$ cat config.mk
export PLATFORM = sky130hd
export DESIGN_NAME = japanese_encoding_detect_top
export DESIGN_NICKNAME = d
export VERILOG_FILES = /design/src/hdl/jed_pkg.sv /design/src/hdl/jed_fifo.sv /design/src/hdl/jed_front.sv /design/src/hdl/jed_back.sv /design/src/hdl/japanese_encoding_detect_top.sv
export SDC_FILE = /design/constraint.sdc
export NUM_CORES = 1
export LEC_CHECK = 0
export BUFFER_PORTS_ARGS = -buffer_cell sky130_fd_sc_hd__buf_2
export CAP_MARGIN = 20
export CORE_MARGIN = 2
export CORE_UTILIZATION = 45
export CTS_BUF_LIST = sky130_fd_sc_hd__clkbuf_16
export DETAILED_ROUTE_END_ITERATION = 16
export PLACE_DENSITY = 0.79
export SLEW_MARGIN = 20
export SYNTH_ARGS = -nofsm -noshare
export SYNTH_HDL_FRONTEND = slang
export SYNTH_SLANG_ARGS = --single-unit
$ cat constraint.sdc
create_clock -name clk -period 1.87 [get_ports clk]
set_clock_uncertainty 0.15 [all_clocks]
set_input_delay 0 -clock clk [delete_from_list [all_inputs] [get_ports clk]]
set_output_delay 0 -clock clk [all_outputs]
set_load 0.01 [all_outputs]
$ cat src/hdl/jed_pkg.sv
// Package for the Japanese encoding detector: words, byte classes, constants.
`timescale 1ns / 1ps
package jed_pkg;

  localparam int JED_QDEPTH  = 2;
  localparam int JED_ADDR_W  = 3;
  localparam int JED_DATA_W  = 32;

  localparam logic [7:0] BYTE_NUL      = 8'h00;
  localparam logic [7:0] BYTE_ASCII_HI = 8'h7F;
  localparam logic [7:0] BYTE_KANA_LO  = 8'hA0;
  localparam logic [7:0] BYTE_KANA_HI  = 8'hDF;
  localparam logic [7:0] BYTE_LEAD_LO  = 8'h81;
  localparam logic [7:0] BYTE_TRAIL_LO = 8'h40;
  localparam logic [7:0] BYTE_DEL      = 8'h7F;
  localparam logic [7:0] BYTE_SS2      = 8'h8E;
  localparam logic [7:0] BYTE_SS3      = 8'h8F;
  localparam logic [7:0] BYTE_PAIR_LO  = 8'hA1;
  localparam logic [7:0] BYTE_TOP      = 8'hFE;

  localparam logic [2:0] SJ_NUL   = 3'd0;
  localparam logic [2:0] SJ_ASCII = 3'd1;
  localparam logic [2:0] SJ_KANA  = 3'd2;
  localparam logic [2:0] SJ_LEAD  = 3'd3;
  localparam logic [2:0] SJ_BADB  = 3'd4;

  localparam logic [2:0] EU_NUL   = 3'd0;
  localparam logic [2:0] EU_ASCII = 3'd1;
  localparam logic [2:0] EU_SS2   = 3'd2;
  localparam logic [2:0] EU_SS3   = 3'd3;
  localparam logic [2:0] EU_PAIR  = 3'd4;
  localparam logic [2:0] EU_BADB  = 3'd5;

  localparam logic [0:0] REG_LAST_BROKEN_OK = 1'b0;

  typedef struct packed {
    logic [7:0] text_byte;
    logic       stream_end;
  } in_word_t;

  typedef struct packed {
    logic [2:0] sjis_score;
    logic [2:0] euc_score;
  } out_word_t;

  typedef struct packed {
    logic [2:0] sjis_class;
    logic       sjis_trail_ok;
    logic [2:0] euc_class;
    logic       euc_kana_ok;
    logic       euc_pair_ok;
    logic       last;
  } cls_word_t;

endpackage

$ cat src/hdl/jed_fifo.sv
// Small synchronous queue of words with full and empty flags.
`timescale 1ns / 1ps
module jed_fifo #(
  parameter int WIDTH = 8,
  parameter int DEPTH = 2
) (
  input  logic             clk,
  input  logic             rst,
  input  logic             push,
  input  logic [WIDTH-1:0] din,
  output logic             full,
  input  logic             pop,
  output logic [WIDTH-1:0] dout,
  output logic             empty
);

  localparam int PtrW = (DEPTH > 1) ? $clog2(DEPTH) : 1;
  localparam int CntW = $clog2(DEPTH + 1);

  logic [WIDTH-1:0] mem [DEPTH];
  logic [PtrW-1:0]  wr_ptr;
  logic [PtrW-1:0]  rd_ptr;
  logic [CntW-1:0]  count;
  logic             do_push;
  logic             do_pop;

  assign full    = (count == CntW'(DEPTH));
  assign empty   = (count == '0);
  assign do_push = push && !full;
  assign do_pop  = pop && !empty;
  assign dout    = mem[rd_ptr];

  always_ff @(posedge clk) begin
    if (do_push) begin
      mem[wr_ptr] <= din;
    end
  end

  always_ff @(posedge clk) begin
    if (rst) begin
      wr_ptr <= '0;
      rd_ptr <= '0;
      count  <= '0;
    end else begin
      if (do_push) begin
        wr_ptr <= (wr_ptr == PtrW'(DEPTH - 1)) ? '0 : wr_ptr + 1'b1;
      end
      if (do_pop) begin
        rd_ptr <= (rd_ptr == PtrW'(DEPTH - 1)) ? '0 : rd_ptr + 1'b1;
      end
      if (do_push && !do_pop) begin
        count <= count + 1'b1;
      end else if (do_pop && !do_push) begin
        count <= count - 1'b1;
      end
    end
  end

endmodule

$ cat src/hdl/jed_front.sv
// Front end: classify each incoming byte for both validators.
`timescale 1ns / 1ps
module jed_front
  import jed_pkg::*;
(
  input  in_word_t  din,
  output cls_word_t cls
);

  logic [7:0] b;

  assign b = din.text_byte;

  always_comb begin
    cls.last          = din.stream_end;
    cls.sjis_trail_ok = (b >= BYTE_TRAIL_LO) && (b <= BYTE_TOP) && (b != BYTE_DEL);
    cls.euc_kana_ok   = (b >= BYTE_KANA_LO) && (b <= BYTE_KANA_HI);
    cls.euc_pair_ok   = (b >= BYTE_PAIR_LO) && (b <= BYTE_TOP);

    if (b == BYTE_NUL) begin
      cls.sjis_class = SJ_NUL;
    end else if (b <= BYTE_ASCII_HI) begin
      cls.sjis_class = SJ_ASCII;
    end else if ((b >= BYTE_KANA_LO) && (b <= BYTE_KANA_HI)) begin
      cls.sjis_class = SJ_KANA;
    end else if ((b >= BYTE_LEAD_LO) && (b <= BYTE_TOP)) begin
      cls.sjis_class = SJ_LEAD;
    end else begin
      cls.sjis_class = SJ_BADB;
    end

    if (b == BYTE_NUL) begin
      cls.euc_class = EU_NUL;
    end else if (b <= BYTE_ASCII_HI) begin
      cls.euc_class = EU_ASCII;
    end else if (b == BYTE_SS2) begin
      cls.euc_class = EU_SS2;
    end else if (b == BYTE_SS3) begin
      cls.euc_class = EU_SS3;
    end else if ((b >= BYTE_PAIR_LO) && (b <= BYTE_TOP)) begin
      cls.euc_class = EU_PAIR;
    end else begin
      cls.euc_class = EU_BADB;
    end
  end

endmodule

$ cat src/hdl/jed_back.sv
// Back end: run both validators on classified bytes and score at stream end.
`timescale 1ns / 1ps
module jed_back
  import jed_pkg::*;
(
  input  logic      clk,
  input  logic      rst,
  input  logic      last_broken_ok,
  input  cls_word_t cls,
  input  logic      cls_empty,
  output logic      cls_pop,
  output out_word_t res,
  output logic      res_push,
  input  logic      res_full
);

  localparam logic [1:0] PH_START = 2'd0;
  localparam logic [1:0] PH_KANA  = 2'd1;
  localparam logic [1:0] PH_PAIR1 = 2'd2;
  localparam logic [1:0] PH_PAIR2 = 2'd3;

  logic       sj_wait, sj_kana, sj_dbl, sj_bad;
  logic       sj_wait_next, sj_kana_next, sj_dbl_next, sj_bad_next;
  logic [1:0] eu_phase, eu_phase_next;
  logic       eu_kana, eu_dbl, eu_p8f, eu_bad;
  logic       eu_kana_next, eu_dbl_next, eu_p8f_next, eu_bad_next;
  logic       sj_fin_bad, eu_fin_bad;
  logic       step;

  assign step     = !cls_empty && !res_full;
  assign cls_pop  = step;
  assign res_push = step && cls.last;

  always_comb begin
    sj_wait_next = sj_wait;
    sj_kana_next = sj_kana;
    sj_dbl_next  = sj_dbl;
    sj_bad_next  = sj_bad;
    if (!sj_bad) begin
      if (sj_wait) begin
        sj_wait_next = 1'b0;
        if (cls.sjis_trail_ok) begin
          sj_dbl_next = 1'b1;
        end else begin
          sj_bad_next = 1'b1;
        end
      end else begin
        case (cls.sjis_class)
          SJ_ASCII: ;
          SJ_KANA:  sj_kana_next = 1'b1;
          SJ_LEAD:  sj_wait_next = 1'b1;
          default:  sj_bad_next  = 1'b1;
        endcase
      end
    end
  end

  always_comb begin
    eu_phase_next = eu_phase;
    eu_kana_next  = eu_kana;
    eu_dbl_next   = eu_dbl;
    eu_p8f_next   = eu_p8f;
    eu_bad_next   = eu_bad;
    if (!eu_bad) begin
      case (eu_phase)
        PH_KANA: begin
          eu_phase_next = PH_START;
          if (cls.euc_kana_ok) begin
            eu_kana_next = 1'b1;
          end else begin
            eu_bad_next = 1'b1;
          end
        end
        PH_PAIR1: begin
          if (cls.euc_pair_ok) begin
            eu_phase_next = PH_PAIR2;
          end else begin
            eu_phase_next = PH_START;
            eu_bad_next   = 1'b1;
          end
        end
        PH_PAIR2: begin
          eu_phase_next = PH_START;
          if (cls.euc_pair_ok) begin
            eu_dbl_next = 1'b1;
          end else begin
            eu_bad_next = 1'b1;
          end
        end
        default: begin
          case (cls.euc_class)
            EU_ASCII: ;
            EU_SS2:   eu_phase_next = PH_KANA;
            EU_SS3: begin
              eu_p8f_next   = 1'b1;
              eu_phase_next = PH_PAIR1;
            end
            EU_PAIR:  eu_phase_next = PH_PAIR2;
            default:  eu_bad_next   = 1'b1;
          endcase
        end
      endcase
    end
  end

  always_comb begin
    sj_fin_bad = sj_bad_next || (sj_wait_next && !last_broken_ok);
    eu_fin_bad = eu_bad_next || ((eu_phase_next != PH_START) && !last_broken_ok);

    if (sj_fin_bad) begin
      res.sjis_score = 3'd0;
    end else if (sj_dbl_next) begin
      res.sjis_score = 3'd4;
    end else if (sj_kana_next) begin
      res.sjis_score = 3'd3;
    end else begin
      res.sjis_score = 3'd0;
    end

    if (eu_fin_bad) begin
      res.euc_score = 3'd0;
    end else if (eu_dbl_next) begin
      res.euc_score = (eu_kana_next || eu_p8f_next) ? 3'd3 : 3'd4;
    end else if (eu_kana_next) begin
      res.euc_score = 3'd2;
    end else begin
      res.euc_score = 3'd0;
    end
  end

  always_ff @(posedge clk) begin
    if (rst) begin
      sj_wait  <= 1'b0;
      sj_kana  <= 1'b0;
      sj_dbl   <= 1'b0;
      sj_bad   <= 1'b0;
      eu_phase <= PH_START;
      eu_kana  <= 1'b0;
      eu_dbl   <= 1'b0;
      eu_p8f   <= 1'b0;
      eu_bad   <= 1'b0;
    end else if (step) begin
      if (cls.last) begin
        sj_wait  <= 1'b0;
        sj_kana  <= 1'b0;
        sj_dbl   <= 1'b0;
        sj_bad   <= 1'b0;
        eu_phase <= PH_START;
        eu_kana  <= 1'b0;
        eu_dbl   <= 1'b0;
        eu_p8f   <= 1'b0;
        eu_bad   <= 1'b0;
      end else begin
        sj_wait  <= sj_wait_next;
        sj_kana  <= sj_kana_next;
        sj_dbl   <= sj_dbl_next;
        sj_bad   <= sj_bad_next;
        eu_phase <= eu_phase_next;
        eu_kana  <= eu_kana_next;
        eu_dbl   <= eu_dbl_next;
        eu_p8f   <= eu_p8f_next;
        eu_bad   <= eu_bad_next;
      end
    end
  end

endmodule

$ cat src/hdl/japanese_encoding_detect_top.sv
// Top level: Shift-JIS / EUC-JP detector with byte queue, validators and result queue.
// The back end pushes each result word into the result queue, whose head shows on dout.
// Throughput: one byte per cycle in the back end, while the result queue is not full.
// Reset: clears both queues, validator state and last_broken_ok.
// No clearing pass: the block takes bytes as soon as reset is released.
`timescale 1ns / 1ps
module japanese_encoding_detect_top
  import jed_pkg::*;
#(
  parameter int QDEPTH = JED_QDEPTH
) (
  input  logic                  clk,
  input  logic                  rst,
  input  logic                  push,
  input  in_word_t              din,
  output logic                  full,
  output logic                  empty,
  input  logic                  pop,
  output out_word_t             dout,
  input  logic                  psel,
  input  logic                  penable,
  input  logic                  pwrite,
  input  logic [JED_ADDR_W-1:0] paddr,
  input  logic [JED_DATA_W-1:0] pwdata,
  output logic [JED_DATA_W-1:0] prdata,
  output logic                  pready
);

  logic      last_broken_ok;
  cls_word_t cls_in, cls_out;
  logic      cls_full, cls_empty, cls_pop;
  out_word_t res;
  logic      res_push, res_full;

  assign pready = 1'b1;
  assign prdata = (paddr[2] == REG_LAST_BROKEN_OK) ?
                  {{(JED_DATA_W-1){1'b0}}, last_broken_ok} : '0;

  always_ff @(posedge clk) begin
    if (rst) begin
      last_broken_ok <= 1'b0;
    end else if (psel && penable && pwrite && pready &&
                 (paddr[2] == REG_LAST_BROKEN_OK)) begin
      last_broken_ok <= pwdata[0];
    end
  end

  jed_front u_front (
    .din (din),
    .cls (cls_in)
  );

  jed_fifo #(
    .WIDTH ($bits(cls_word_t)),
    .DEPTH (QDEPTH)
  ) u_cls_q (
    .clk   (clk),
    .rst   (rst),
    .push  (push),
    .din   (cls_in),
    .full  (cls_full),
    .pop   (cls_pop),
    .dout  (cls_out),
    .empty (cls_empty)
  );

  assign full = cls_full;

  jed_back u_back (
    .clk            (clk),
    .rst            (rst),
    .last_broken_ok (last_broken_ok),
    .cls            (cls_out),
    .cls_empty      (cls_empty),
    .cls_pop        (cls_pop),
    .res            (res),
    .res_push       (res_push),
    .res_full       (res_full)
  );

  jed_fifo #(
    .WIDTH ($bits(out_word_t)),
    .DEPTH (QDEPTH)
  ) u_res_q (
    .clk   (clk),
    .rst   (rst),
    .push  (res_push),
    .din   (res),
    .full  (res_full),
    .pop   (pop),
    .dout  (dout),
    .empty (empty)
  );

endmodule

==> results of run 1 <==
-- placed cells by master, fill, tap and decap left out, drive strengths merged, types with 3 or more instances in the layout --
master	n
a21oi	10
dlygate4sd3	7
a22oi	3
nand3	3
buf	63
mux2i	6
and2	4
or3	5
nor3	5
inv	9
nor2	33
xnor2	5
dfxtp	21
o21ai	7
mux2	9
a2bb2oi	3
xor2	7
edfxtp	30
nor4	11
conb	32
nor2b	3
nand2	7
clkbuf	6
nand2b	3
-- report_power, final --
group          total (W)  internal (W)  switching (W)  leakage [nW]
clock           0.000987      0.000577       0.000410        0.0820
combinational    0.00233       0.00117        0.00116         0.855
sequential       0.00163       0.00145       0.000177         0.451
-- final timing paths --
kind	end	from	cells after the start	slack, ns
worst min-delay path	u_cls_q.mem[0][6]	din[7]	3	-0.005
worst min register to register	flop	u_res_q.rd_ptr	2	0.37
worst max-delay path	u_res_q.mem[0][1]	flop	6	-0.11
worst max register to register	u_res_q.mem[0][1]	flop	6	-0.11
-- cells by family after synthesis --
family,after synthesis,share of synthesized area (%)
AND/OR/NAND/NOR,85,16.7
flip-flops,51,50.2
buffers and inverters,49,12.0
AO/OA/AOI/OAI,35,9.64
multiplexers,15,6.27
XOR/XNOR,12,3.99
adder cells (fa/ha/maj),2,0.950
other,2,0.285
-- state kept, by name, indices dropped and copies added, names as in the netlist, 2 cells and up, named ones only --
name / cells
u_cls_q.count: 2
u_res_q.mem: 10
u_cls_q.mem: 20
u_back.eu_phase: 2
u_res_q.count: 2
-- area by class of cell --
| type | count | share of cell area [%] |
|---|---|---|
| clock inverters | 2 | 0.394 |
| multi-input cells | 181 | 39.7 |
| clock buffers | 6 | 4.30 |
| inverters | 9 | 0.968 |
| repair buffers | 70 | 14.0 |
| flip-flops and latches | 51 | 38.0 |
| well taps | 72 | 2.58 |
-- worst max-delay path, cell delays in order, from the launching register on --
cell	delay, ns
dfxtp_4	0.40
buf_6	0.11
mux2_4	0.30
and2_4	0.17
o41ai_4	0.24
a21oi_2	0.14
nor4_2	0.26
-- synth_stat cells, types with 6 or more instances --
library cell / number
nor4_1: 11
dfxtp_1: 21
mux2_2: 6
nor2_1: 33
nand2_1: 7
edfxtp_1: 30
o21ai_0: 6
inv_1: 7
a21oi_1: 9
mux2i_1: 6
xor2_1: 7
buf_4: 33
-- through the flow --
stage / worst slack [ns] / area (um2) / instances
CTS: -0.0836 / 3250 / 389
finish: -0.105 / 3490 / 391
floorplan: 0.00216 / 2750 / 281
detailed placement: -0.259 / 2940 / 372
global route: -0.214 / 3490 / 391
global placement: -0.176 / 2940 / 372
-- layer usage --
| metal | track usage [%] | vias to the layer above |
|---|---|---|
| met5 | 0 | - |
| met4 | 6.61 | 0 |
| met3 | 3.37 | 9 |
| met2 | 29.8 | 58 |
| met1 | 19.5 | 960 |
| li1 | - | 963 |
-- repair_timing --
action                     CTS  global route
setup buffers                2             4
pin swaps                    5             7
gates resized for setup     15            42
setup endpoints to repair   15            17
gates cloned                 0             0
hold buffers                 7             0
hold endpoints to repair    23             0
==> qor.txt, run 1 <==
OUTCOME
--------------------------------------------------------------------------------
Outcome                                                             finished with violations
Violations in the final reports                                     hold timing, setup timing

STA
--------------------------------------------------------------------------------
Final critical-path setup slack                                        -0.105 ns
Clock period minus final worst setup slack                               1.98 ns
Fmax                                                                     506 MHz
Final-report setup violation count                                            10
Slew Limit Fails                                                               0
RSZ-0062 raised after global routing                                         yes
Aggregate negative setup slack                                         -0.651 ns
Post-route clock period utilization                                         106%
Worst hold margin                                                    -0.00484 ns
Final hold vios                                                                2

FLOORPLANNING
--------------------------------------------------------------------------------
Die Height                                                               80.5 um
I/O Pins                                                                      92
# rows                                                                        27
Width of the chip                                                        80.5 um
Overall die area                                                     0.00648 mm2
Core region area                                                     0.00557 mm2
Initial Utilization                                                        47.3%

SYNTHESIS
--------------------------------------------------------------------------------
Most area-hungry cell type in the Yosys netlist                         edfxtp_1
Fraction of registers with async set or reset after synthesis                 0%
Number of different library cells in the post-synthesis netlist               51
Syn avg cell area                                                       10.5 um2
Part of the Yosys area used for sequential elements                        50.2%
Total number of yosys warnings                                                 0
Most common flop cell mapped by yosys                                   edfxtp_1
Number of cells produced by synthesis                                        251
Post-synthesis instance area                                         0.00263 mm2
Share of the synthesized area in the top cell type                         34.2%
Register bit total from synthesis                                             51
Number of flops mapped to enable cells by yosys                               30
Ranking of synthesized cells by area                                edfxtp_1 34%, dfxtp_1 16%, buf_4 9.4%, nor2_1 4.7%, nor4_1 2.6%

FINAL LAYOUT
--------------------------------------------------------------------------------
Post-layout util                                                           62.6%
Net total in the final layout                                                371
Sequential standard cell area                                        0.00133 mm2
Multi-input combinational cell area                                  0.00139 mm2
Fraction of layout instances using a drive strength above 1                38.9%
Number of antenna repair diodes                                                0
Relative area change from synthesis to final layout                        32.5%
Final-layout fill cell count                                                 410

PWR
--------------------------------------------------------------------------------
Total leakage power                                                      1.39 nW
Power Total                                                            0.00494 W
Worst VDD drop                                                          0.653 mV
Power per cell area                                                  1420 mW/mm2

CLOCKING
--------------------------------------------------------------------------------
Root cell of the clock tree                                            clkbuf_16
Number of clock buffers inserted by TritonCTS                                  5
Worst-case clock buffer depth                                                  2
Depth of the CTS H-tree                                                        2
Clock-pin slew on the worst setup and hold paths                         0.07 ns
Clock latency reported for the late side of the worst-skew pair          0.30 ns
Num Clock Sinks                                                               51
CTS tree                                                                     yes

GLOBAL ROUTE
--------------------------------------------------------------------------------
Global-route wire length before repair                                   8.28 mm
Global-route usage over all layers                                         16.7%
Aggregate global routing overflow                                              0
Largest net degree at the start of global routing                             17
Number of antenna violations at the first check in global routing              0
Via count of the first global-routing pass                                  1866

CRITICAL PATH
--------------------------------------------------------------------------------
Required arrival time at the worst endpoint                              1.83 ns
Class of the most critical setup path                               flop to flop
Maximum fanout along the worst path                                            7
Arrival time of data at the critical path endpoint                       1.93 ns
Setup crit start kind                                                       flop
Capturing element type of the critical path                                 flop

ROUTE
--------------------------------------------------------------------------------
Iteration-0 DRC Markers                                                      177
Total iterations of the first detailed-routing run                             4
Antenna-violating nets left                                                    0
Average wire per cell in the routed design                               14.8 um
Total number of vias                                                        1990
DRC                                                                            0
Detailed-routed wire length on met2                                      3.17 mm
Ratio of routed vias to standard cells                                      5.09
Met3 wire len                                                             245 um
Metal1 wirelength                                                        2.28 mm
Total wire length after detailed routing                                 5.79 mm
Top Layer Used                                                              met4

HOLD PATH
--------------------------------------------------------------------------------
Worst hold path class                                               primary input to flop

PLACE
--------------------------------------------------------------------------------
Number of port buffers                                                        26
DP HPWL                                                                  3.64 mm
RePlAce Congestion                                                         0.887

RUN
--------------------------------------------------------------------------------
Count of maximum capacitance violations                                        0

No activity file was read; power rests on OpenSTA's default activity.
==> run 2, diff against run 1 <==
Settings changed: ABC_AREA set to 1.
==> run 2 against run 1 <==
Net effect: the flow finishes with violations (hold timing); global-route usage is 2.2 points lower; flip-flop and latch count stayed put; synthesized cell count is 20% higher; cell count is 7.4% higher; utilization is 7.9 points lower; critical path depth is 2 higher; design area is 13% lower; sequential share of layout area is 5.7 points higher; largest cell class is now sequential cells; highest routed layer unchanged.
==> qor.txt, run 2 <==
RUN
------------------------------------------------------------------------------------
Count of maximum capacitance violations                                            0

PWR
------------------------------------------------------------------------------------
Share of total power in sequential cells                                       37.2%
Sw Pwr                                                                     0.00157 W
Internal power of the cells                                                0.00275 W
Switching Share                                                                36.4%
Total leakage power                                                          1.32 nW
Power Total                                                                0.00432 W
Power per cell area                                                      1420 mW/mm2
Clock share of power                                                           23.7%
Combinational Power Share                                                      39.1%
Worst VDD drop                                                              0.846 mV

CRITICAL PATH
------------------------------------------------------------------------------------
Number of cells on the worst reg-to-reg path                                       8
Longest individual stage delay on the worst path                             0.37 ns
R2r endpoint                                                            u_res_q.count[1]
Count of buffering cells on the critical path with inverters included              1
Capturing element type of the critical path                                     flop
Cell chain of the critical path                                         o21ai_1, inv_1, nor2_1, ha_1, a21oi_2, o21ai_1, o21ai_0, a21oi_1
Maximum fanout along the worst path                                                5
Crit-path leading delay family                                          compound AO/OA/AOI/OAI gates
Required arrival time at the worst endpoint                                  1.90 ns
Critical Path Most Common Cell                                               o21ai_1
Class of the most critical setup path                                   flop to flop
Setup crit start kind                                                           flop
Cell with the biggest individual delay on the critical path                  dfxtp_4
Internal reg-to-reg setup slack                                              0.08 ns
Arrival time of data at the critical path endpoint                           1.81 ns

CLOCKING
------------------------------------------------------------------------------------
Clock-pin slew on the worst setup and hold paths                             0.07 ns
Worst-case clock buffer depth                                                      2
Clock latency reported for the late side of the worst-skew pair              0.28 ns
CTS tree                                                                         yes
Number of clock buffers inserted by TritonCTS                                      5
Post-CTS Setup Inserts                                                             0
Depth of the CTS H-tree                                                            2
Root cell of the clock tree                                                clkbuf_16
Num Clock Sinks                                                                   51

SYNTHESIS
------------------------------------------------------------------------------------
Most common flop cell mapped by yosys                                       edfxtp_1
Most area-hungry cell type in the Yosys netlist                             edfxtp_1
Fraction of registers with async set or reset after synthesis                     0%
Post-synthesis instance area                                             0.00260 mm2
Part of the Yosys area used for sequential elements                            50.9%
Register bit total from synthesis                                                 51
Syn avg cell area                                                           8.60 um2
Share of the synthesized area in the top cell type                             34.7%
Number of flops mapped to enable cells by yosys                                   30
Number of cells produced by synthesis                                            302
Total number of yosys warnings                                                     0
Ranking of synthesized cells by area                                    edfxtp_1 35%, dfxtp_1 16%, buf_4 9.5%, nand2_1 8.7%, nor2_1 5.2%
Top cells by count, synth                                               60 x nand2_1, 36 x nor2_1, 34 x inv_1
Number of different library cells in the post-synthesis netlist                   30
Most frequent cell after synthesis                                           nand2_1

STA
------------------------------------------------------------------------------------
Post-route clock period utilization                                            95.6%
Slew Limit Fails                                                                   0
Clock period minus final worst setup slack                                   1.79 ns
Fmax                                                                         560 MHz
Aggregate negative setup slack                                                  0 ns
Final hold vios                                                                    1
RSZ-0062 raised after global routing                                             yes
Final-report setup violation count                                                 0
Worst hold margin                                                         -0.0500 ns

ROUTE
------------------------------------------------------------------------------------
Total number of vias                                                            1975
Antenna-violating nets left                                                        0
Total wire length after detailed routing                                     4.52 mm
Total iterations of the first detailed-routing run                                 4
Iteration-0 DRC Markers                                                          165
Average wire per cell in the routed design                                   10.8 um
Ratio of routed vias to standard cells                                          4.70
DRC                                                                                0

GLOBAL ROUTE
------------------------------------------------------------------------------------
Global-route usage over all layers                                             14.5%
Aggregate global routing overflow                                                  0
Number of antenna violations at the first check in global routing                  0
Via count of the first global-routing pass                                      1756
Global-route wire length before repair                                       7.36 mm
Largest net degree at the start of global routing                                 16

PLACE
------------------------------------------------------------------------------------
RePlAce Congestion                                                             0.790
DP HPWL                                                                      3.21 mm
Number of port buffers                                                            26
Placed cell count                                                                404
Cell Area, Placed                                                        0.00273 mm2

FINAL LAYOUT
------------------------------------------------------------------------------------
Number of antenna repair diodes                                                    0
Commonest non-fill, non-tap cells in the layout                         59 x nand2_1, 35 x inv_1, 34 x nor2_1
Most common cell after layout, fill and taps aside                           nand2_1
Register bank with the most flops                                        u_cls_q.mem
Max reg flops                                                                     20
Fraction of layout instances using a drive strength above 1                    17.5%
Layout Cell Area excl Fill                                               0.00303 mm2
Non-filler cells in the finished layout                                          420
Net total in the final layout                                                    400
Relative area change from synthesis to final layout                            16.8%
Leading registers by flop count                                         u_cls_q.mem (20), u_res_q.mem (10)

FLOORPLANNING
------------------------------------------------------------------------------------
# rows                                                                            27
Initial Utilization                                                            46.9%
Die Height                                                                   80.0 um
I/O Pins                                                                          92
Core region area                                                         0.00554 mm2
Overall die area                                                         0.00640 mm2
Width of the chip                                                            80.0 um

OUTCOME
------------------------------------------------------------------------------------
Violations in the final reports                                          hold timing
Outcome                                                                 finished with violations

HOLD PATH
------------------------------------------------------------------------------------
Worst hold path class                                                   primary input to flop
Hold path depth                                                                    5
WHS Endpoint                                                            u_cls_q.wr_ptr
Worst hold path startpoint                                                      push

## run 2: changes by cell type in the layout (fill, tap and decap cells not counted), sizes merged, moves of 6 or more
cell	previous run	this run
nor4	11	1
buf	63	36
inv	9	36
a21oi	10	17
mux2i	6	0
o21ai	7	20
nand2	7	61
nand3	3	12
## run 2: through the flow
| stage | worst slack [ns] | utilization, % |
|---|---|---|
| after floorplan | 0.0595 | - |
| after global routing | -0.0270 | 54.8 |
| after global placement | 0.0679 | 49.3 |
| after detailed placement | 0.00778 | 49.3 |
| after CTS | 0.0190 | 54.0 |
| final | 0.0831 | 54.8 |
## run 2: kinds of logic (layout without fill, tap and decap cells)
| logic type | Yosys count | in the layout | share of synthesized area [%] |
|---|---|---|---|
| AND/OR/NAND/NOR | 122 | 122 | 19.3 |
| adder cells (fa/ha/maj) | 2 | 2 | 0.963 |
| other | 2 | 32 | 0.289 |
| multiplexers | 5 | 5 | 2.17 |
| buffers and inverters | 71 | 87 | 15.7 |
| flip-flops | 51 | 51 | 50.9 |
| AO/OA/AOI/OAI | 47 | 47 | 10.1 |
| XOR/XNOR | 2 | 2 | 0.674 |
## run 2: power by group through the flow
stage	clock network [W]	registers [W]	logic, W
floorplan	0	0.00157	0.00123
global placement	0	0.00159	0.00149
detailed placement	0	0.00160	0.00154
CTS	0.00103	0.00158	0.00158
global route	0.00108	0.00163	0.00193
finish	0.00102	0.00161	0.00169
## run 2: worst register-to-register path, delay by kind of cell (launching register included)
kind | cells | cell delay [ns]
buffers and inverters | 1 | 0.06
DFF | 1 | 0.37
AOI/OAI and AO/OA | 5 | 0.64
and+or+nand+nor | 1 | 0.16
adders and majority gates | 1 | 0.30
## run 2: timing repair
| item | CTS | global route |
|---|---|---|
| endpoints found under the setup margin | 1 | 17 |
| resized for setup | 2 | 15 |
| hold buffers | 8 | 0 |
| hold endpoints to repair | 16 | 0 |
## run 2: worst max path at each step
stage | to | cells after the start | slack [ns] | startpoint
CTS | u_res_q.count[1] | 9 | 0.02 | flop
global route | u_res_q.count[1] | 9 | -0.03 | flop
finish | u_res_q.count[1] | 8 | 0.08 | flop
global placement | u_res_q.mem[1][1] | 11 | 0.07 | flop
floorplan | u_res_q.count[1] | 9 | 0.06 | flop
detailed placement | u_res_q.mem[0][1] | 11 | 0.008 | flop
## run 2: cell type report
type | count | area (um2)
Multi-Input combinational cell | 210 | 1020
Fill cell | 493 | 2510
Sequential cell | 51 | 1330
Clock inverter | 1 | 3.75
Timing Repair Buffer | 44 | 289
Tap cell | 72 | 90.1
Clock buffer | 7 | 175
Inverter | 35 | 134
## run 2: metal layers
layer / part of all wire [%] / wire length (um) / vias to the layer above / global-route usage [%]
met5: 0 / 0 / - / 0
met4: 1.4 / 62 / 0 / 4.58
met3: 4.3 / 196 / 4 / 2.71
met2: 52 / 2340 / 51 / 26.3
met1: 43 / 1920 / 898 / 17.1
li1: - / - / 1022 / -
==> run 3, diff against run 2 <==
Settings changed: ABC_AREA 1 to not set, HOLD_SLACK_MARGIN set to 0.1.
==> run 3 against run 2 <==
Net effect: the run ends with setup timing left; hold slack improved by 0.15 ns; wire length rose by 31%; maximum frequency fell by 9.5%; register-to-register slack got worse by 0.19 ns.
==> qor.txt, run 3 (synthesis gave the netlist of run 1 again) <==
FLOORPLANNING
--------------------------------------------------------------------------------
Overall die area                                                     0.00648 mm2
Core region area                                                     0.00557 mm2
Die Height                                                               80.5 um
# rows                                                                        27
Initial Utilization                                                        47.3%
I/O Pins                                                                      92
Width of the chip                                                        80.5 um

ROUTE
--------------------------------------------------------------------------------
Metal1 wirelength                                                        2.23 mm
Top Layer Used                                                              met4
Iteration-0 DRC Markers                                                      182
Total number of vias                                                        2027
Antenna-violating nets left                                                    0
Met3 wire len                                                             287 um
Ratio of routed vias to standard cells                                      5.08
DRC                                                                            0
Detailed-routed wire length on met2                                      3.27 mm
Average wire per cell in the routed design                               14.8 um
Total iterations of the first detailed-routing run                             4
Total wire length after detailed routing                                 5.91 mm

CLOCKING
--------------------------------------------------------------------------------
Depth of the CTS H-tree                                                        2
Clock-pin slew on the worst setup and hold paths                         0.07 ns
Number of clock buffers inserted by TritonCTS                                  5
Clock latency reported for the late side of the worst-skew pair          0.30 ns
Root cell of the clock tree                                            clkbuf_16
Worst-case clock buffer depth                                                  2
CTS tree                                                                     yes
Num Clock Sinks                                                               51

GLOBAL ROUTE
--------------------------------------------------------------------------------
Largest net degree at the start of global routing                             17
Via count of the first global-routing pass                                  1907
Global-route usage over all layers                                         17.0%
Global-route wire length before repair                                   8.38 mm
Aggregate global routing overflow                                              0
Number of antenna violations at the first check in global routing              0

STA
--------------------------------------------------------------------------------
Final critical-path setup slack                                        -0.105 ns
Final-report setup violation count                                            10
RSZ-0062 raised after global routing                                         yes
Worst hold margin                                                       0.104 ns
Fmax                                                                     506 MHz
Post-route clock period utilization                                         106%
Slew Limit Fails                                                               0
Clock period minus final worst setup slack                               1.98 ns
Final hold vios                                                                0

FINAL LAYOUT
--------------------------------------------------------------------------------
Fraction of layout instances using a drive strength above 1                37.9%
Max reg flops                                                                 20
Net total in the final layout                                                379
Layout Cell Area excl Fill                                           0.00357 mm2
Non-filler cells in the finished layout                                      399
Number of antenna repair diodes                                                0
Final-layout fill cell count                                                 398
Relative area change from synthesis to final layout                        35.6%
Most common cell after layout, fill and taps aside                         buf_4
Register bank with the most flops                                    u_cls_q.mem
Leading registers by flop count                                     u_cls_q.mem (20), u_res_q.mem (10)
Commonest non-fill, non-tap cells in the layout                     34 x buf_4, 32 x conb_1, 31 x nor2_1

OUTCOME
--------------------------------------------------------------------------------
Violations in the final reports                                     setup timing
Outcome                                                             finished with violations

PWR
--------------------------------------------------------------------------------
Sw Pwr                                                                 0.00175 W
Power per cell area                                                  1390 mW/mm2
Worst VDD drop                                                          0.655 mV
Share of total power in sequential cells                                   32.8%
Internal power of the cells                                            0.00321 W
Clock share of power                                                       19.9%
Total leakage power                                                      1.42 nW
Combinational Power Share                                                  47.3%
Switching Share                                                            35.3%

CRITICAL PATH
--------------------------------------------------------------------------------
Required arrival time at the worst endpoint                              1.82 ns
Class of the most critical setup path                               flop to flop
Capturing element type of the critical path                                 flop
Setup crit start kind                                                       flop
Arrival time of data at the critical path endpoint                       1.93 ns
Maximum fanout along the worst path                                            7

PLACE
--------------------------------------------------------------------------------
DP HPWL                                                                  3.64 mm
RePlAce Congestion                                                         0.887
Placed cell count                                                            372
Number of port buffers                                                        26
Cell Area, Placed                                                    0.00294 mm2

HOLD PATH
--------------------------------------------------------------------------------
Worst hold path class                                               primary input to flop

RUN
--------------------------------------------------------------------------------
Count of maximum capacitance violations                                        0

## run 3: cell count changes in the layout (fill, tap and decap cells not counted), sizes merged, moves of 4 or more
cell | previous run | this run
nand2 | 61 | 7
buf | 36 | 63
inv | 36 | 9
o21ai | 20 | 7
nor4 | 1 | 11
nand3 | 12 | 3
a21oi | 17 | 10
dlygate4sd3 | 8 | 15
mux2i | 0 | 6
or3 | 0 | 5
xnor2 | 0 | 5
xor2 | 2 | 7
mux2 | 5 | 9
## run 3: repair_timing
item                                    in CTS  in global routing
hold endpoints to repair                    36                  2
setup buffers                                2                  4
endpoints found under the setup margin      15                 21
gates cloned                                 0                  0
pin swaps                                    5                  7
gates resized for setup                     15                 43
hold buffers                                14                  2
## run 3: critical path: stages (launching register included)
cell and delay [ns]:
dfxtp_4 0.40, buf_6 0.11, mux2_4 0.30, and2_4 0.17
o41ai_4 0.24, a21oi_2 0.14, nor4_2 0.26
## run 3: final timing paths
kind | startpoint | endpoint | slack (ns) | depth (start not counted)
setup / recovery | flop | u_res_q.mem[0][1] | -0.11 | 6
hold / removal | din[7] | u_cls_q.mem[1][2] | 0.10 | 3
hold reg to reg | u_res_q.rd_ptr | flop | 0.36 | 2
setup reg to reg | flop | u_res_q.mem[0][1] | -0.11 | 6
## run 3: through the flow
stage	util, %	setup TNS [ns]	total power [W]	worst slack (ns)
final	64.1	-0.636	0.00496	-0.105
after CTS	59.6	-0.946	0.00445	-0.0836
after floorplan	-	0	0.00275	0.00216
after global placement	52.7	-1.78	0.00327	-0.176
after global routing	64.1	-1.68	0.00522	-0.214
after detailed placement	52.7	-2.44	0.00334	-0.259
## run 3: final cells by class
| cell class | instances | area, um2 | share of cell area, % |
|---|---|---|---|
| Multi-Input combinational cell | 181 | 1390 | 38.9 |
| Clock inverter | 2 | 13.8 | 0.385 |
| Sequential cell | 51 | 1330 | 37.1 |
| Timing Repair Buffer | 78 | 569 | 15.9 |
| Inverter | 9 | 33.8 | 0.946 |
| Tap cell | 72 | 90.1 | 2.52 |
| Clock buffer | 6 | 150 | 4.20 |
## run 3: metal layers
layer / global-route usage, % / vias to the layer above
met5: 0 / -
met4: 6.61 / 0
met3: 3.37 / 10
met2: 31.0 / 72
met1: 19.3 / 968
li1: - / 977
## run 3: power by group through the flow
stage	registers [W]	clock network, W	logic (W)
after floorplan	0.00158	0	0.00117
after global placement	0.00159	0	0.00168
after detailed placement	0.00160	0	0.00173
after CTS	0.00159	0.000984	0.00188
after global routing	0.00165	0.00103	0.00254
final	0.00163	0.000985	0.00235
